<file path="src/sv/scalar_kalman_three_channel_top_macros.svh">
// Assertion macros shared by the scalar Kalman filter RTL.
`ifndef SCALAR_KALMAN_THREE_CHANNEL_TOP_MACROS_SVH
`define SCALAR_KALMAN_THREE_CHANNEL_TOP_MACROS_SVH

// Same-cycle implication, checked on clk, off during reset
`define SKF_ASSERT_IMP(lbl, ante, cons, msg) \
  lbl: assert property (@(posedge clk) disable iff (!rst_n) (ante) |-> (cons)) \
    else $error(msg);

// Next-cycle implication, checked on clk, off during reset
`define SKF_ASSERT_NXT(lbl, ante, cons, msg) \
  lbl: assert property (@(posedge clk) disable iff (!rst_n) (ante) |=> (cons)) \
    else $error(msg);

`endif

</file>
<file path="src/sv/skf_pkg.sv">
// Types, constants and register codes for the scalar Kalman filter.
package skf_pkg;

  // Field and data widths
  localparam int DATA_W    = 32;
  localparam int CH_W      = 2;
  localparam int GAIN_W    = 17;
  localparam int CFG_IDX_W = 3;

  // Channels that own configuration registers
  localparam int CFG_CH = 3;

  // Parameter defaults
  localparam int CHANNELS_DEF  = 3;
  localparam int FRAC_BITS_DEF = 16;

  // Register indexes
  localparam logic [CFG_IDX_W-1:0] REG_MEAS_ERR_VOLT = 3'd0;
  localparam logic [CFG_IDX_W-1:0] REG_MEAS_ERR_CURR = 3'd1;
  localparam logic [CFG_IDX_W-1:0] REG_MEAS_ERR_TEMP = 3'd2;
  localparam logic [CFG_IDX_W-1:0] REG_NOISE_VOLT    = 3'd3;
  localparam logic [CFG_IDX_W-1:0] REG_NOISE_CURR    = 3'd4;
  localparam logic [CFG_IDX_W-1:0] REG_NOISE_TEMP    = 3'd5;
  localparam logic [CFG_IDX_W-1:0] REG_INIT_EST_ERR  = 3'd6;

  // Register reset values
  localparam logic [DATA_W-1:0] MEAS_ERR_RST = 32'd65536;
  localparam logic [DATA_W-1:0] NOISE_RST    = 32'd655;
  localparam logic [DATA_W-1:0] INIT_ERR_RST = 32'd65536;

  localparam logic [DATA_W-1:0] ERR_MAX = {DATA_W{1'b1}};

  // Sequencer states
  typedef enum logic [2:0] {
    S_IDLE,
    S_LOAD,
    S_DIV,
    S_MUL1,
    S_MUL2,
    S_MUL3,
    S_FIN
  } skf_state_t;

  // Divider request and status
  typedef struct packed {
    logic              start;
    logic [DATA_W-1:0] num;
    logic [DATA_W:0]   den;
  } skf_div_req_t;

  typedef struct packed {
    logic busy;
    logic done;
  } skf_div_stat_t;

endpackage

</file>
<file path="src/sv/skf_if.sv">
// Valid/ready stream interfaces for filter samples and filter results.
interface skf_in_if
  import skf_pkg::*;
();
  logic                     valid;
  logic                     ready;
  logic [CH_W-1:0]          channel;
  logic signed [DATA_W-1:0] measurement;

  modport source (output valid, channel, measurement, input ready);
  modport sink   (input valid, channel, measurement, output ready);
endinterface

interface skf_out_if
  import skf_pkg::*;
();
  logic                     valid;
  logic                     ready;
  logic signed [DATA_W-1:0] estimate;
  logic [GAIN_W-1:0]        gain;
  logic [DATA_W-1:0]        est_error;
  logic                     bad_channel;

  modport source (output valid, estimate, gain, est_error, bad_channel, input ready);
  modport sink   (input valid, estimate, gain, est_error, bad_channel, output ready);
endinterface

</file>
<file path="src/sv/skf_div.sv">
// Bit-serial restoring divider for the gain: floor(num * 2^FRAC_BITS / den).
module skf_div
  import skf_pkg::*;
#(
  parameter int FRAC_BITS = FRAC_BITS_DEF
) (
  input  logic             clk,
  input  logic             rst_n,
  input  skf_div_req_t     req,
  output skf_div_stat_t    stat,
  output logic [FRAC_BITS:0] quot
);

  localparam int Q_W   = FRAC_BITS + 1;
  localparam int CNT_W = $clog2(Q_W + 1);
  localparam logic [CNT_W-1:0] CNT_START = CNT_W'(Q_W);
  localparam logic [CNT_W-1:0] CNT_LAST  = CNT_W'(1);

  logic [DATA_W+1:0] rem_r, rem_nxt;
  logic [DATA_W:0]   den_r, den_nxt;
  logic [Q_W-1:0]    q_r, q_nxt;
  logic [CNT_W-1:0]  cnt_r, cnt_nxt;
  logic              busy_r, busy_nxt;
  logic              done_r, done_nxt;
  logic              ge;
  logic [DATA_W+1:0] rem_sub;

  // One quotient bit per cycle, MSB first; zero divisor yields zero
  always_comb begin
    ge       = (rem_r >= {1'b0, den_r}) && (den_r != '0);
    rem_sub  = ge ? (rem_r - {1'b0, den_r}) : rem_r;
    rem_nxt  = rem_r;
    den_nxt  = den_r;
    q_nxt    = q_r;
    cnt_nxt  = cnt_r;
    busy_nxt = busy_r;
    done_nxt = 1'b0;
    if (req.start) begin
      rem_nxt  = {2'b00, req.num};
      den_nxt  = req.den;
      q_nxt    = '0;
      cnt_nxt  = CNT_START;
      busy_nxt = 1'b1;
    end else if (busy_r) begin
      rem_nxt = {rem_sub[DATA_W:0], 1'b0};
      q_nxt   = {q_r[Q_W-2:0], ge};
      cnt_nxt = cnt_r - CNT_LAST;
      if (cnt_r == CNT_LAST) begin
        busy_nxt = 1'b0;
        done_nxt = 1'b1;
      end
    end
  end

  // Control state
  always_ff @(posedge clk) begin
    if (!rst_n) begin
      busy_r <= 1'b0;
      done_r <= 1'b0;
      cnt_r  <= '0;
    end else begin
      busy_r <= busy_nxt;
      done_r <= done_nxt;
      cnt_r  <= cnt_nxt;
    end
  end

  // Datapath
  always_ff @(posedge clk) begin
    rem_r <= rem_nxt;
    den_r <= den_nxt;
    q_r   <= q_nxt;
  end

  assign stat.busy = busy_r;
  assign stat.done = done_r;
  assign quot      = q_r;

endmodule

</file>
<file path="src/sv/scalar_kalman_three_channel_top.sv">
// Scalar Kalman filter for three sensor channels with a shared sequenced datapath.
// A transaction runs S_LOAD, the bit-serial gain divider (S_DIV), then three passes through the
// single 32x32 multiplier (S_MUL1 to S_MUL3) and S_FIN; a new one is taken only back in S_IDLE.
// An invalid channel goes from S_IDLE straight to S_FIN, answers there and leaves state untouched.
// Reset (rst_n, synchronous, active low): registers to defaults, estimates to zero,
// estimate errors to the init_est_err default.
`include "scalar_kalman_three_channel_top_macros.svh"

module scalar_kalman_three_channel_top
  import skf_pkg::*;
#(
  parameter int CHANNELS  = CHANNELS_DEF,
  parameter int FRAC_BITS = FRAC_BITS_DEF
) (
  input  logic                 clk,
  input  logic                 rst_n,
  skf_in_if.sink               in_stream,
  skf_out_if.source            out_stream,
  input  logic                 cfg_we,
  input  logic [CFG_IDX_W-1:0] cfg_index,
  input  logic [DATA_W-1:0]    cfg_data
);

  // Channels that hold state: limited by the register set
  localparam int NCH   = (CHANNELS < CFG_CH) ? CHANNELS : CFG_CH;
  localparam int IDX_W = (NCH > 1) ? $clog2(NCH) : 1;
  localparam int G_W   = FRAC_BITS + 1;
  localparam logic [CH_W:0]  NCH_L  = (CH_W + 1)'(NCH);
  localparam logic [G_W-1:0] ONE_FX = {1'b1, {FRAC_BITS{1'b0}}};

  // Configuration registers
  logic [DATA_W-1:0] meas_err_r [CFG_CH];
  logic [DATA_W-1:0] noise_r    [CFG_CH];

  // Channel state
  logic signed [DATA_W-1:0] est_r [NCH];
  logic [DATA_W-1:0]        err_r [NCH];

  // Sequencer
  skf_state_t state_r, state_nxt;

  // Working registers for the current transaction
  logic [CH_W-1:0]          ch_r;
  logic signed [DATA_W-1:0] mea_r;
  logic                     bad_r;
  logic [DATA_W-1:0]        cur_err_r;
  logic [DATA_W-1:0]        cur_noise_r;
  logic signed [DATA_W-1:0] last_r;
  logic                     neg_r;
  logic [DATA_W:0]          mag_r;
  logic [G_W-1:0]           g_r;
  logic [DATA_W:0]          p_r;
  logic [DATA_W-1:0]        t1_r;
  logic signed [DATA_W-1:0] next_r;

  // Shared multiplier
  logic [DATA_W-1:0]   mul_a, mul_b;
  logic [2*DATA_W-1:0] prod_r;

  // Output register
  logic                     out_valid_r;
  logic signed [DATA_W-1:0] out_est_r;
  logic [GAIN_W-1:0]        out_gain_r;
  logic [DATA_W-1:0]        out_err_r;
  logic                     out_bad_r;

  // Divider hookup
  skf_div_req_t      div_req;
  skf_div_stat_t     div_stat;
  logic [FRAC_BITS:0] div_quot;

  logic              in_ready;
  logic              in_fire;
  logic              out_free;
  logic              ch_ok;
  logic [IDX_W-1:0]  idx;
  logic [DATA_W:0]   diff33;
  logic [2*DATA_W-1:0] gm_sum;
  logic [DATA_W:0]   next33;
  logic [2*DATA_W:0] pn_full;
  logic [DATA_W-1:0] t2;
  logic [DATA_W:0]   sum33;
  logic [DATA_W-1:0] err_sum;
  logic [G_W-1:0]    one_minus_g;

  skf_div #(
    .FRAC_BITS (FRAC_BITS)
  ) u_div (
    .clk   (clk),
    .rst_n (rst_n),
    .req   (div_req),
    .stat  (div_stat),
    .quot  (div_quot)
  );

  assign in_fire  = in_stream.valid && in_ready;
  assign ch_ok    = {1'b0, in_stream.channel} < NCH_L;
  assign idx      = ch_r[IDX_W-1:0];
  assign out_free = !out_valid_r || out_stream.ready;

  // Next state
  always_comb begin
    state_nxt = state_r;
    case (state_r)
      S_IDLE: begin
        if (in_fire) begin
          state_nxt = ch_ok ? S_LOAD : S_FIN;
        end
      end
      S_LOAD: state_nxt = S_DIV;
      S_DIV: begin
        if (div_stat.done) begin
          state_nxt = S_MUL1;
        end
      end
      S_MUL1: state_nxt = S_MUL2;
      S_MUL2: state_nxt = S_MUL3;
      S_MUL3: state_nxt = S_FIN;
      S_FIN: begin
        if (out_free) begin
          state_nxt = S_IDLE;
        end
      end
      default: state_nxt = S_IDLE;
    endcase
  end

  // Sequencer outputs: handshake, divider start, multiplier operands
  always_comb begin
    one_minus_g   = ONE_FX - g_r;
    in_ready      = 1'b0;
    div_req.start = 1'b0;
    div_req.num   = err_r[idx];
    div_req.den   = {1'b0, err_r[idx]} + {1'b0, meas_err_r[ch_r]};
    mul_a         = p_r[DATA_W-1:0];
    mul_b         = cur_noise_r;
    case (state_r)
      S_IDLE: in_ready = 1'b1;
      S_LOAD: div_req.start = 1'b1;
      S_MUL1: begin
        mul_a = DATA_W'(g_r);
        mul_b = mag_r[DATA_W-1:0];
      end
      S_MUL2: begin
        mul_a = DATA_W'(one_minus_g);
        mul_b = cur_err_r;
      end
      default: begin
        mul_a = p_r[DATA_W-1:0];
        mul_b = cur_noise_r;
      end
    endcase
  end

  // Arithmetic around the multiplier
  always_comb begin
    diff33  = {mea_r[DATA_W-1], mea_r} - {last_r[DATA_W-1], last_r};
    // g * mag, adding the term for a magnitude of exactly 2^32
    gm_sum  = prod_r + (mag_r[DATA_W] ? ((2*DATA_W)'(g_r) << DATA_W) : '0);
    next33  = neg_r ? ({last_r[DATA_W-1], last_r} - p_r)
                    : ({last_r[DATA_W-1], last_r} + p_r);
    // p * noise, with the top bit of p as a shifted add
    pn_full = {1'b0, prod_r}
            + (p_r[DATA_W] ? {1'b0, cur_noise_r, {DATA_W{1'b0}}} : '0);
    t2      = (|pn_full[2*DATA_W:FRAC_BITS+DATA_W]) ? ERR_MAX
                                                     : pn_full[FRAC_BITS +: DATA_W];
    sum33   = {1'b0, t1_r} + {1'b0, t2};
    err_sum = sum33[DATA_W] ? ERR_MAX : sum33[DATA_W-1:0];
  end

  // Sequencer and output valid
  always_ff @(posedge clk) begin
    if (!rst_n) begin
      state_r     <= S_IDLE;
      out_valid_r <= 1'b0;
    end else begin
      state_r <= state_nxt;
      if (state_r == S_FIN && out_free) begin
        out_valid_r <= 1'b1;
      end else if (out_stream.ready) begin
        out_valid_r <= 1'b0;
      end
    end
  end

  // Configuration registers and channel state
  always_ff @(posedge clk) begin
    if (!rst_n) begin
      for (int i = 0; i < CFG_CH; i++) begin
        meas_err_r[i] <= MEAS_ERR_RST;
        noise_r[i]    <= NOISE_RST;
      end
      for (int i = 0; i < NCH; i++) begin
        est_r[i] <= '0;
        err_r[i] <= INIT_ERR_RST;
      end
    end else begin
      // Write back the updated channel
      if (state_r == S_FIN && out_free && !bad_r) begin
        est_r[idx] <= next_r;
        err_r[idx] <= err_sum;
      end
      if (cfg_we) begin
        case (cfg_index)
          REG_MEAS_ERR_VOLT: meas_err_r[0] <= cfg_data;
          REG_MEAS_ERR_CURR: meas_err_r[1] <= cfg_data;
          REG_MEAS_ERR_TEMP: meas_err_r[2] <= cfg_data;
          REG_NOISE_VOLT:    noise_r[0]    <= cfg_data;
          REG_NOISE_CURR:    noise_r[1]    <= cfg_data;
          REG_NOISE_TEMP:    noise_r[2]    <= cfg_data;
          REG_INIT_EST_ERR: begin
            // Only loads the channel errors; there is no read-back
            for (int i = 0; i < NCH; i++) begin
              err_r[i] <= cfg_data;
            end
          end
          default: ;
        endcase
      end
    end
  end

  // Working datapath
  always_ff @(posedge clk) begin
    prod_r <= mul_a * mul_b;
    case (state_r)
      S_IDLE: begin
        if (in_fire) begin
          ch_r  <= in_stream.channel;
          mea_r <= in_stream.measurement;
          bad_r <= !ch_ok;
        end
      end
      S_LOAD: begin
        cur_err_r   <= err_r[idx];
        cur_noise_r <= noise_r[ch_r];
        last_r      <= est_r[idx];
      end
      S_DIV: begin
        // diff is taken from last_r, loaded in S_LOAD
        neg_r <= diff33[DATA_W];
        mag_r <= diff33[DATA_W] ? (~diff33 + 1'b1) : diff33;
        if (div_stat.done) begin
          g_r <= div_quot;
        end
      end
      S_MUL2: p_r <= gm_sum[FRAC_BITS +: DATA_W + 1];
      S_MUL3: begin
        t1_r   <= prod_r[FRAC_BITS +: DATA_W];
        next_r <= next33[DATA_W-1:0];
      end
      default: ;
    endcase
  end

  // Result register
  always_ff @(posedge clk) begin
    if (state_r == S_FIN && out_free) begin
      if (bad_r) begin
        out_est_r  <= '0;
        out_gain_r <= '0;
        out_err_r  <= '0;
        out_bad_r  <= 1'b1;
      end else begin
        out_est_r  <= next_r;
        out_gain_r <= GAIN_W'(g_r);
        out_err_r  <= err_sum;
        out_bad_r  <= 1'b0;
      end
    end
  end

  assign in_stream.ready        = in_ready;
  assign out_stream.valid       = out_valid_r;
  assign out_stream.estimate    = out_est_r;
  assign out_stream.gain        = out_gain_r;
  assign out_stream.est_error   = out_err_r;
  assign out_stream.bad_channel = out_bad_r;

  // Checks
  `SKF_ASSERT_NXT(a_busy_after_accept, in_stream.valid && in_stream.ready, !in_stream.ready, "input accepted while a transaction is in flight")
  `SKF_ASSERT_NXT(a_fin_holds, state_r == S_FIN && !out_free, state_r == S_FIN, "finished result dropped while output was full")
  `SKF_ASSERT_IMP(a_gain_le_one, state_r == S_MUL1, g_r <= ONE_FX, "gain above one")
  `SKF_ASSERT_IMP(a_bad_zero, out_valid_r && out_bad_r, out_est_r == '0 && out_gain_r == '0 && out_err_r == '0, "invalid channel result not zero")

endmodule

</file>
<file path="src/flat_wrapper.sv">
// flat-port wrapper written by rule: the top's interface ports become plain ports
module scalar_kalman_three_channel_top_flat import skf_pkg::*;
#(
  parameter int CHANNELS  = CHANNELS_DEF,
  parameter int FRAC_BITS = FRAC_BITS_DEF
)
  (clk, rst_n, cfg_we, cfg_index, cfg_data, in_stream_valid, in_stream_channel, in_stream_measurement, in_stream_ready, out_stream_valid, out_stream_estimate, out_stream_gain, out_stream_est_error, out_stream_bad_channel, out_stream_ready);
  skf_in_if in_stream_i ();
  skf_out_if out_stream_i ();
  input  logic clk;
  input  logic rst_n;
  input  logic cfg_we;
  input  logic [CFG_IDX_W-1:0] cfg_index;
  input  logic [DATA_W-1:0] cfg_data;
  input wire logic [$bits(in_stream_i.valid)-1:0] in_stream_valid;
  input wire logic [$bits(in_stream_i.channel)-1:0] in_stream_channel;
  input wire logic [$bits(in_stream_i.measurement)-1:0] in_stream_measurement;
  output wire logic [$bits(in_stream_i.ready)-1:0] in_stream_ready;
  output wire logic [$bits(out_stream_i.valid)-1:0] out_stream_valid;
  output wire logic [$bits(out_stream_i.estimate)-1:0] out_stream_estimate;
  output wire logic [$bits(out_stream_i.gain)-1:0] out_stream_gain;
  output wire logic [$bits(out_stream_i.est_error)-1:0] out_stream_est_error;
  output wire logic [$bits(out_stream_i.bad_channel)-1:0] out_stream_bad_channel;
  input wire logic [$bits(out_stream_i.ready)-1:0] out_stream_ready;
  assign in_stream_i.valid = in_stream_valid;
  assign in_stream_i.channel = in_stream_channel;
  assign in_stream_i.measurement = in_stream_measurement;
  assign in_stream_ready = in_stream_i.ready;
  assign out_stream_valid = out_stream_i.valid;
  assign out_stream_estimate = out_stream_i.estimate;
  assign out_stream_gain = out_stream_i.gain;
  assign out_stream_est_error = out_stream_i.est_error;
  assign out_stream_bad_channel = out_stream_i.bad_channel;
  assign out_stream_i.ready = out_stream_ready;
  scalar_kalman_three_channel_top #(.CHANNELS(CHANNELS), .FRAC_BITS(FRAC_BITS)) u_core (.clk(clk), .rst_n(rst_n), .in_stream(in_stream_i), .out_stream(out_stream_i), .cfg_we(cfg_we), .cfg_index(cfg_index), .cfg_data(cfg_data));
endmodule
</file>
<file path="config.mk">
export PLATFORM = sky130hd
export DESIGN_NAME = scalar_kalman_three_channel_top_flat
export DESIGN_NICKNAME = d
export VERILOG_FILES = /design/src/sv/skf_pkg.sv /design/src/sv/skf_if.sv /design/src/sv/skf_div.sv /design/src/sv/scalar_kalman_three_channel_top.sv /design/src/flat_wrapper.sv
export VERILOG_INCLUDE_DIRS = /design/src /design/src/sv
export SDC_FILE = /design/constraint.sdc
export NUM_CORES = 2
export LEC_CHECK = 0
export ABC_CLOCK_PERIOD_IN_PS = 15420
export BUFFER_PORTS_ARGS = -buffer_cell sky130_fd_sc_hd__buf_2
export CAP_MARGIN = 15
export CORE_ASPECT_RATIO = 1.75
export CORE_MARGIN = 1
export CORE_UTILIZATION = 50
export DETAILED_ROUTE_END_ITERATION = 10
export HOLD_SLACK_MARGIN = 0.02
export PLACE_DENSITY = 0.66
export SLEW_MARGIN = 20
export SYNTH_ARGS = -nofsm -noshare
export SYNTH_HDL_FRONTEND = slang
export SYNTH_HIERARCHICAL = 1
export SYNTH_SLANG_ARGS = --single-unit
</file>
<file path="constraint.sdc">
create_clock -name clk -period 15.42 [get_ports clk]
set_input_delay 0.771 -clock clk [delete_from_list [all_inputs] [get_ports clk]]
set_output_delay 0.771 -clock clk [all_outputs]
set_load 0.005 [all_outputs]
</file>
# Word-level counts from Yosys, hierarchy flattened
# Memories as Yosys holds them, arrays and structs flattened. A register that Yosys moved wholly into a read port is not among the register bits.
# Cells that the tools add are included.
# Widths: inputs -> output; s select.
[word_totals]
inputBits = 74
register_bits = 456
elab_cells = 177
ramBits = 384
memories = 4
[memory_table]
columns = ["memory", "words", "width", "rd", "rd_ports_with_merged_regs", "write_ports", "line_no", "text"]
rows = [
  ["u_core.err_r", 3, 32, 1, 1, 4, "scalar_kalman_three_channel_top.sv:37", "logic [DATA_W-1:0] err_r [NCH];"],
  ["u_core.est_r", 3, 32, 1, 1, 3, "scalar_kalman_three_channel_top.sv:36", "logic signed [DATA_W-1:0] est_r [NCH];"],
  ["u_core.meas_err_r", 3, 32, 1, 1, 3, "scalar_kalman_three_channel_top.sv:32", "logic [DATA_W-1:0] meas_err_r [CFG_CH];"],
  ["u_core.noise_r", 3, 32, 1, 1, 3, "scalar_kalman_three_channel_top.sv:33", "logic [DATA_W-1:0] noise_r [CFG_CH];"],
]
[op_classes]
mul = 1
reduce_logical = 20
n_addsub = 11
n_bitwise = 21
eq_ne = 19
n_mux = 73
n_lt_le_gt_ge = 2
[ops]
columns = ["cell", "n"]
rows = [
  ["$mux 32", 16],
  ["$pmux 32 s2", 2],
  ["$add 32x32->33", 2],
  ["$add 64x64->65", 1],
  ["$mul 32x32->64", 1],
  ["$mux 64", 1],
  ["$add 49x49->49", 1],
  ["$mux 49", 1],
  ["$mux 1", 42],
  ["$ge 34x33->1", 1],
  ["$add 33x1->33 const B", 1],
  ["$mux 33", 1],
  ["$not 33->33", 1],
  ["$reduce_bool 33->1", 1],
  ["$sub 32x32->33", 1],
  ["$sub 33x33->33", 1],
  ["$add 32x32->32", 1],
  ["$reduce_or 32->1", 1],
  ["$sub 32x32->32", 1],
  ["$pmux 3 s7", 1],
  ["$eq 3x3->1 const B", 6],
  ["$reduce_or 17->1", 1],
  ["$sub 17x17->17 const A", 1],
  ["$eq 3x2->1 const B", 4],
  ["22 further kinds", 57],
]

# Depth between registers and ports, before layout
[logic_depth]
ltp_word = 10
ltp_mapped = 42
depth_no_buf = 39

# Modules after synthesis
# The synthesis kept the hierarchy.
[modules_own_cells]
columns = ["mod", "area_per_inst_um2", "cells_per_inst", "n_inst", "seq_area_each_um2"]
rows = [
  ["scalar_kalman_three_channel_top", 75363.5, 7246, 1, 25374.3],
  ["skf_div", 5565.3, 572, 1, 2472.4],
]

# Least setup slack after synthesis
# Ideal clock, no wire load.
[synth_timing]
kind = "register to register"
startpoint = "register u_core.state_r[2]"
endpoint = "register u_core.u_div.rem_r[0], enable pin"
period_less_slack_ns = 11.071
arrival_time_ns = 10.696
path_slack_ns = 4.349
path_buffers = 4
t_required_ns = 15.045
path_stages_with_launch = 7
cell_sequence = "dfxtp_1 > buf_2 > buf_1 > nor3_1 > clkbuf_1 > clkbuf_1 > or2_2"
[synth_rtl]
columns = ["element", "line_no", "text"]
rows = [
  ["start: declaration", "scalar_kalman_three_channel_top.sv:40", "skf_state_t state_r, state_nxt;"],
  ["start signal: assignment", "scalar_kalman_three_channel_top.sv:177", "state_r <= state_nxt;"],
  ["end signal: assignment", "skf_div.sv:70", "rem_r <= rem_nxt;"],
  ["end: declaration", "skf_div.sv:19", "logic [DATA_W+1:0] rem_r, rem_nxt;"],
]

# Worst setup path in the final report
[layout_timing]
startpoint = "register u_core.state_r[1]"
endpoint = "register u_core.prod_r[60]"
[layout_between]
elab_chain_cells = 3
elab_cells_between_ends = 5
classes_between = "1 x mul; 2 x eq/ne; 2 x mux"
[layout_rtl]
columns = ["element", "line_no", "text"]
rows = [
  ["$eq 3x3->1 or $eq 3x2->1 (tied branches)", "scalar_kalman_three_channel_top.sv:137", "case (state_r)"],
  ["$pmux 32 s2", "scalar_kalman_three_channel_top.sv:137", ""],
  ["$mul 32x32->64 *", "scalar_kalman_three_channel_top.sv:225", "prod_r <= mul_a * mul_b;"],
  ["end signal: assignment", "scalar_kalman_three_channel_top.sv:225", ""],
  ["end: declaration", "scalar_kalman_three_channel_top.sv:58", "logic [2*DATA_W-1:0] prod_r;"],
]
# Mark *: on every way between the ends. The rest lies on a longest branch, timed or not.
# A chain may end at the register's enable or synchronous reset.

==> results.tsv <==
stage	metric	value	unit
detailed_routing	wl	257000	um
sta	fin_setup_tns	0	ns
floorplanning	design.portCount	158	
worst_setup_path	required	16.03	ns
detailed_routing	drc	0	
clock_network	cts.root.buffer_cell	sky130_fd_sc_hd__clkbuf_16	
sta	report.final.slew_viol_count	0	
synth	syn_nets	9266	
detailed_routing	post_drt_wl_per_cell	25.8	um
clock_network	cts.reportedPaths.clkPinSlew	0.07	ns
cells_and_area	regArea	27900	um2
outcome	outcome	finished clean	
cells_and_area	final_cell_mix	sky130_fd_sc_hd__inv_1 (1,121), sky130_fd_sc_hd__nand2_1 (904), sky130_fd_sc_hd__fa_1 (902)	
sta	relSlewSlack	0.196	
cells_and_area	fillers	14200	
worst_setup_path	setup.worst_path.end_class	register	
synth	postSynthAreaPerCell	10.4	um2
global_routing	globalRouteOverflowTotal	0	
global_routing	number_of_global_route_vias_before_repair	61300	
clock_network	number_of_buffers_on_the_longest_clock_path	3	
global_routing	largest_net_degree_at_the_start_of_global_routing	159	
global_routing	number_of_antenna_violations_at_the_first_check_in_global_routing	11	
sta	final.period_utilization	0.779	
clock_network	numCtsBuffers	88	
place	gp_congestion	1.01	
global_routing	grt_first_pass_wirelength	382000	um
place	port-buffer-count	157	
hold_path	hp-class	in -> reg	
clock_network	cts_repair_resize_count	0	
cells_and_area	synthToLayoutAreaGrowth	7.77	%
worst_setup_path	crit_path_max_fanout	46	
worst_setup_path	critical_path_arrival	12.62	ns
synth	postSynthCellCount	7817	
place	number_of_instances_in_the_placed_design	9809	
detailed_routing	detail_route.first_pass.iterations	6	
sta	report.final.hold_viol_count	0	
sta	setup-violations-final	0	
sta	worst_slew_pin_slew	1.20	ns
clock_network	insertion_delay	0.74	ns
clock_network	clock-sinks	954	
sta	achievable-frequency	83.3	MHz
run	drv_cap	0	
floorplanning	rows	195	
detailed_routing	first_iter_violations	4519	
global_routing	gr-usage-all-layers	0.316	
synth	post_synthesis_instance_area	80900	um2
clock_network	cts.hold.buffers_added	0	
floorplanning	floorplan.die.width	306	um
floorplanning	dieHeight	534	um
cells_and_area	nNetsFinal	9281	
worst_setup_path	timing.critical_path.slowest_cell_delay	0.98	ns
floorplanning	initial_core_util	0.503	
sta	fin_hold_ws	0.236	ns
cells_and_area	final-instance-count-excl-fill	9977	
cells_and_area	drive_gt1_frac	0.0802	
clock_network	post-cts-setup-buffer-count	0	
detailed_routing	avgViaCountPerCell	5.88	
floorplanning	placeableCoreArea	161000	um2
worst_setup_path	slowest_stage	sky130_fd_sc_hd__o311a_1	
detailed_routing	total_via_count_in_the_routed_design	58600	
clock_network	cts_htree_levels	3	
place	post-dp-hpwl	200000	um
cells_and_area	most_common_cell_after_layout_fill_and_taps_aside	sky130_fd_sc_hd__inv_1	
worst_setup_path	critical_path.most_common_cell	sky130_fd_sc_hd__fa_1	
synth	yosys_warnings	6	
sta	finClkSkew	0.0859	ns
worst_setup_path	worst-setup-path-type	reg -> reg	
detailed_routing	final_antenna_net_count	0	
sta	grt_setup_unrepaired	no	
floorplanning	area_of_the_die	164000	um2
worst_setup_path	setup.worst_path.start_class	register	
cells_and_area	multi_input_comb_area	47700	um2
clock_network	tritoncts	built	
sta	final_critical_path_time_including_i_o_delays_and_setup	12.01	ns
-- layer usage --
layer | vias up | routed length [um] | global-route usage | share of wire
met3 | 728 | 14900 | 0.0370 | 0.058
met5 | - | 27 | 0 | 0.00011
met1 | 29800 | 91500 | 0.358 | 0.36
li1 | 25800 | - | - | -
met2 | 2314 | 130000 | 0.559 | 0.51
met4 | 4 | 20300 | 0.216 | 0.079
-- registers in the layout, indices dropped and copies added (netlist names), 33 cells and up, named ones only --
name,flops
u_core/err_r,128
u_core/est_r,128
u_core/meas_err_r,96
u_core/noise_r,96
u_core/prod_r,48
u_core/u_div/rem_r,34
u_core/mag_r,33
u_core/p_r,33
u_core/u_div/den_r,33
-- stage by stage --
stage	utilization	setup slack [ns]	area, um2
finish	0.542	3.41	87200
global route	0.542	3.09	87200
CTS	0.541	3.44	87200
detailed placement	0.523	3.56	84200
global placement	0.523	3.57	84200
floorplan	-	4.35	80900
-- final timing paths --
path / startpoint / to / slack (ns) / depth (start not counted)
max reg2reg: u_core/state_r[1] / u_core/prod_r[60] / 3.41 / 35
min: in_stream_measurement[17] / u_core/mea_r[17] / 0.24 / 1
max: u_core/state_r[1] / u_core/prod_r[60] / 3.41 / 35
min reg2reg: u_core/u_div/quot[16] / u_core/g_r[16] / 0.44 / 0
-- critical path, delay by kind of cell (launching register included) --
kind            cells  cell delay, ns
fa+ha+maj           9            4.42
flops               1            0.53
compound gates      6            2.99
xor+xnor            1            0.15
simple gates        8            1.65
buf+inv            11            2.08
-- cell type report --
cell class                 instances  area share
multi-input combinational       5371       0.547
sequential                       954       0.319
inverter                        1125      0.0484
tap                             2068      0.0297
clock buffer                     105      0.0269
timing repair buffer             292      0.0210
clock inverter                    58     0.00709
antenna                            4    0.000115
Power is not shown: default switching activity piles up to over one toggle a cycle in this logic, so the estimate is an artifact.
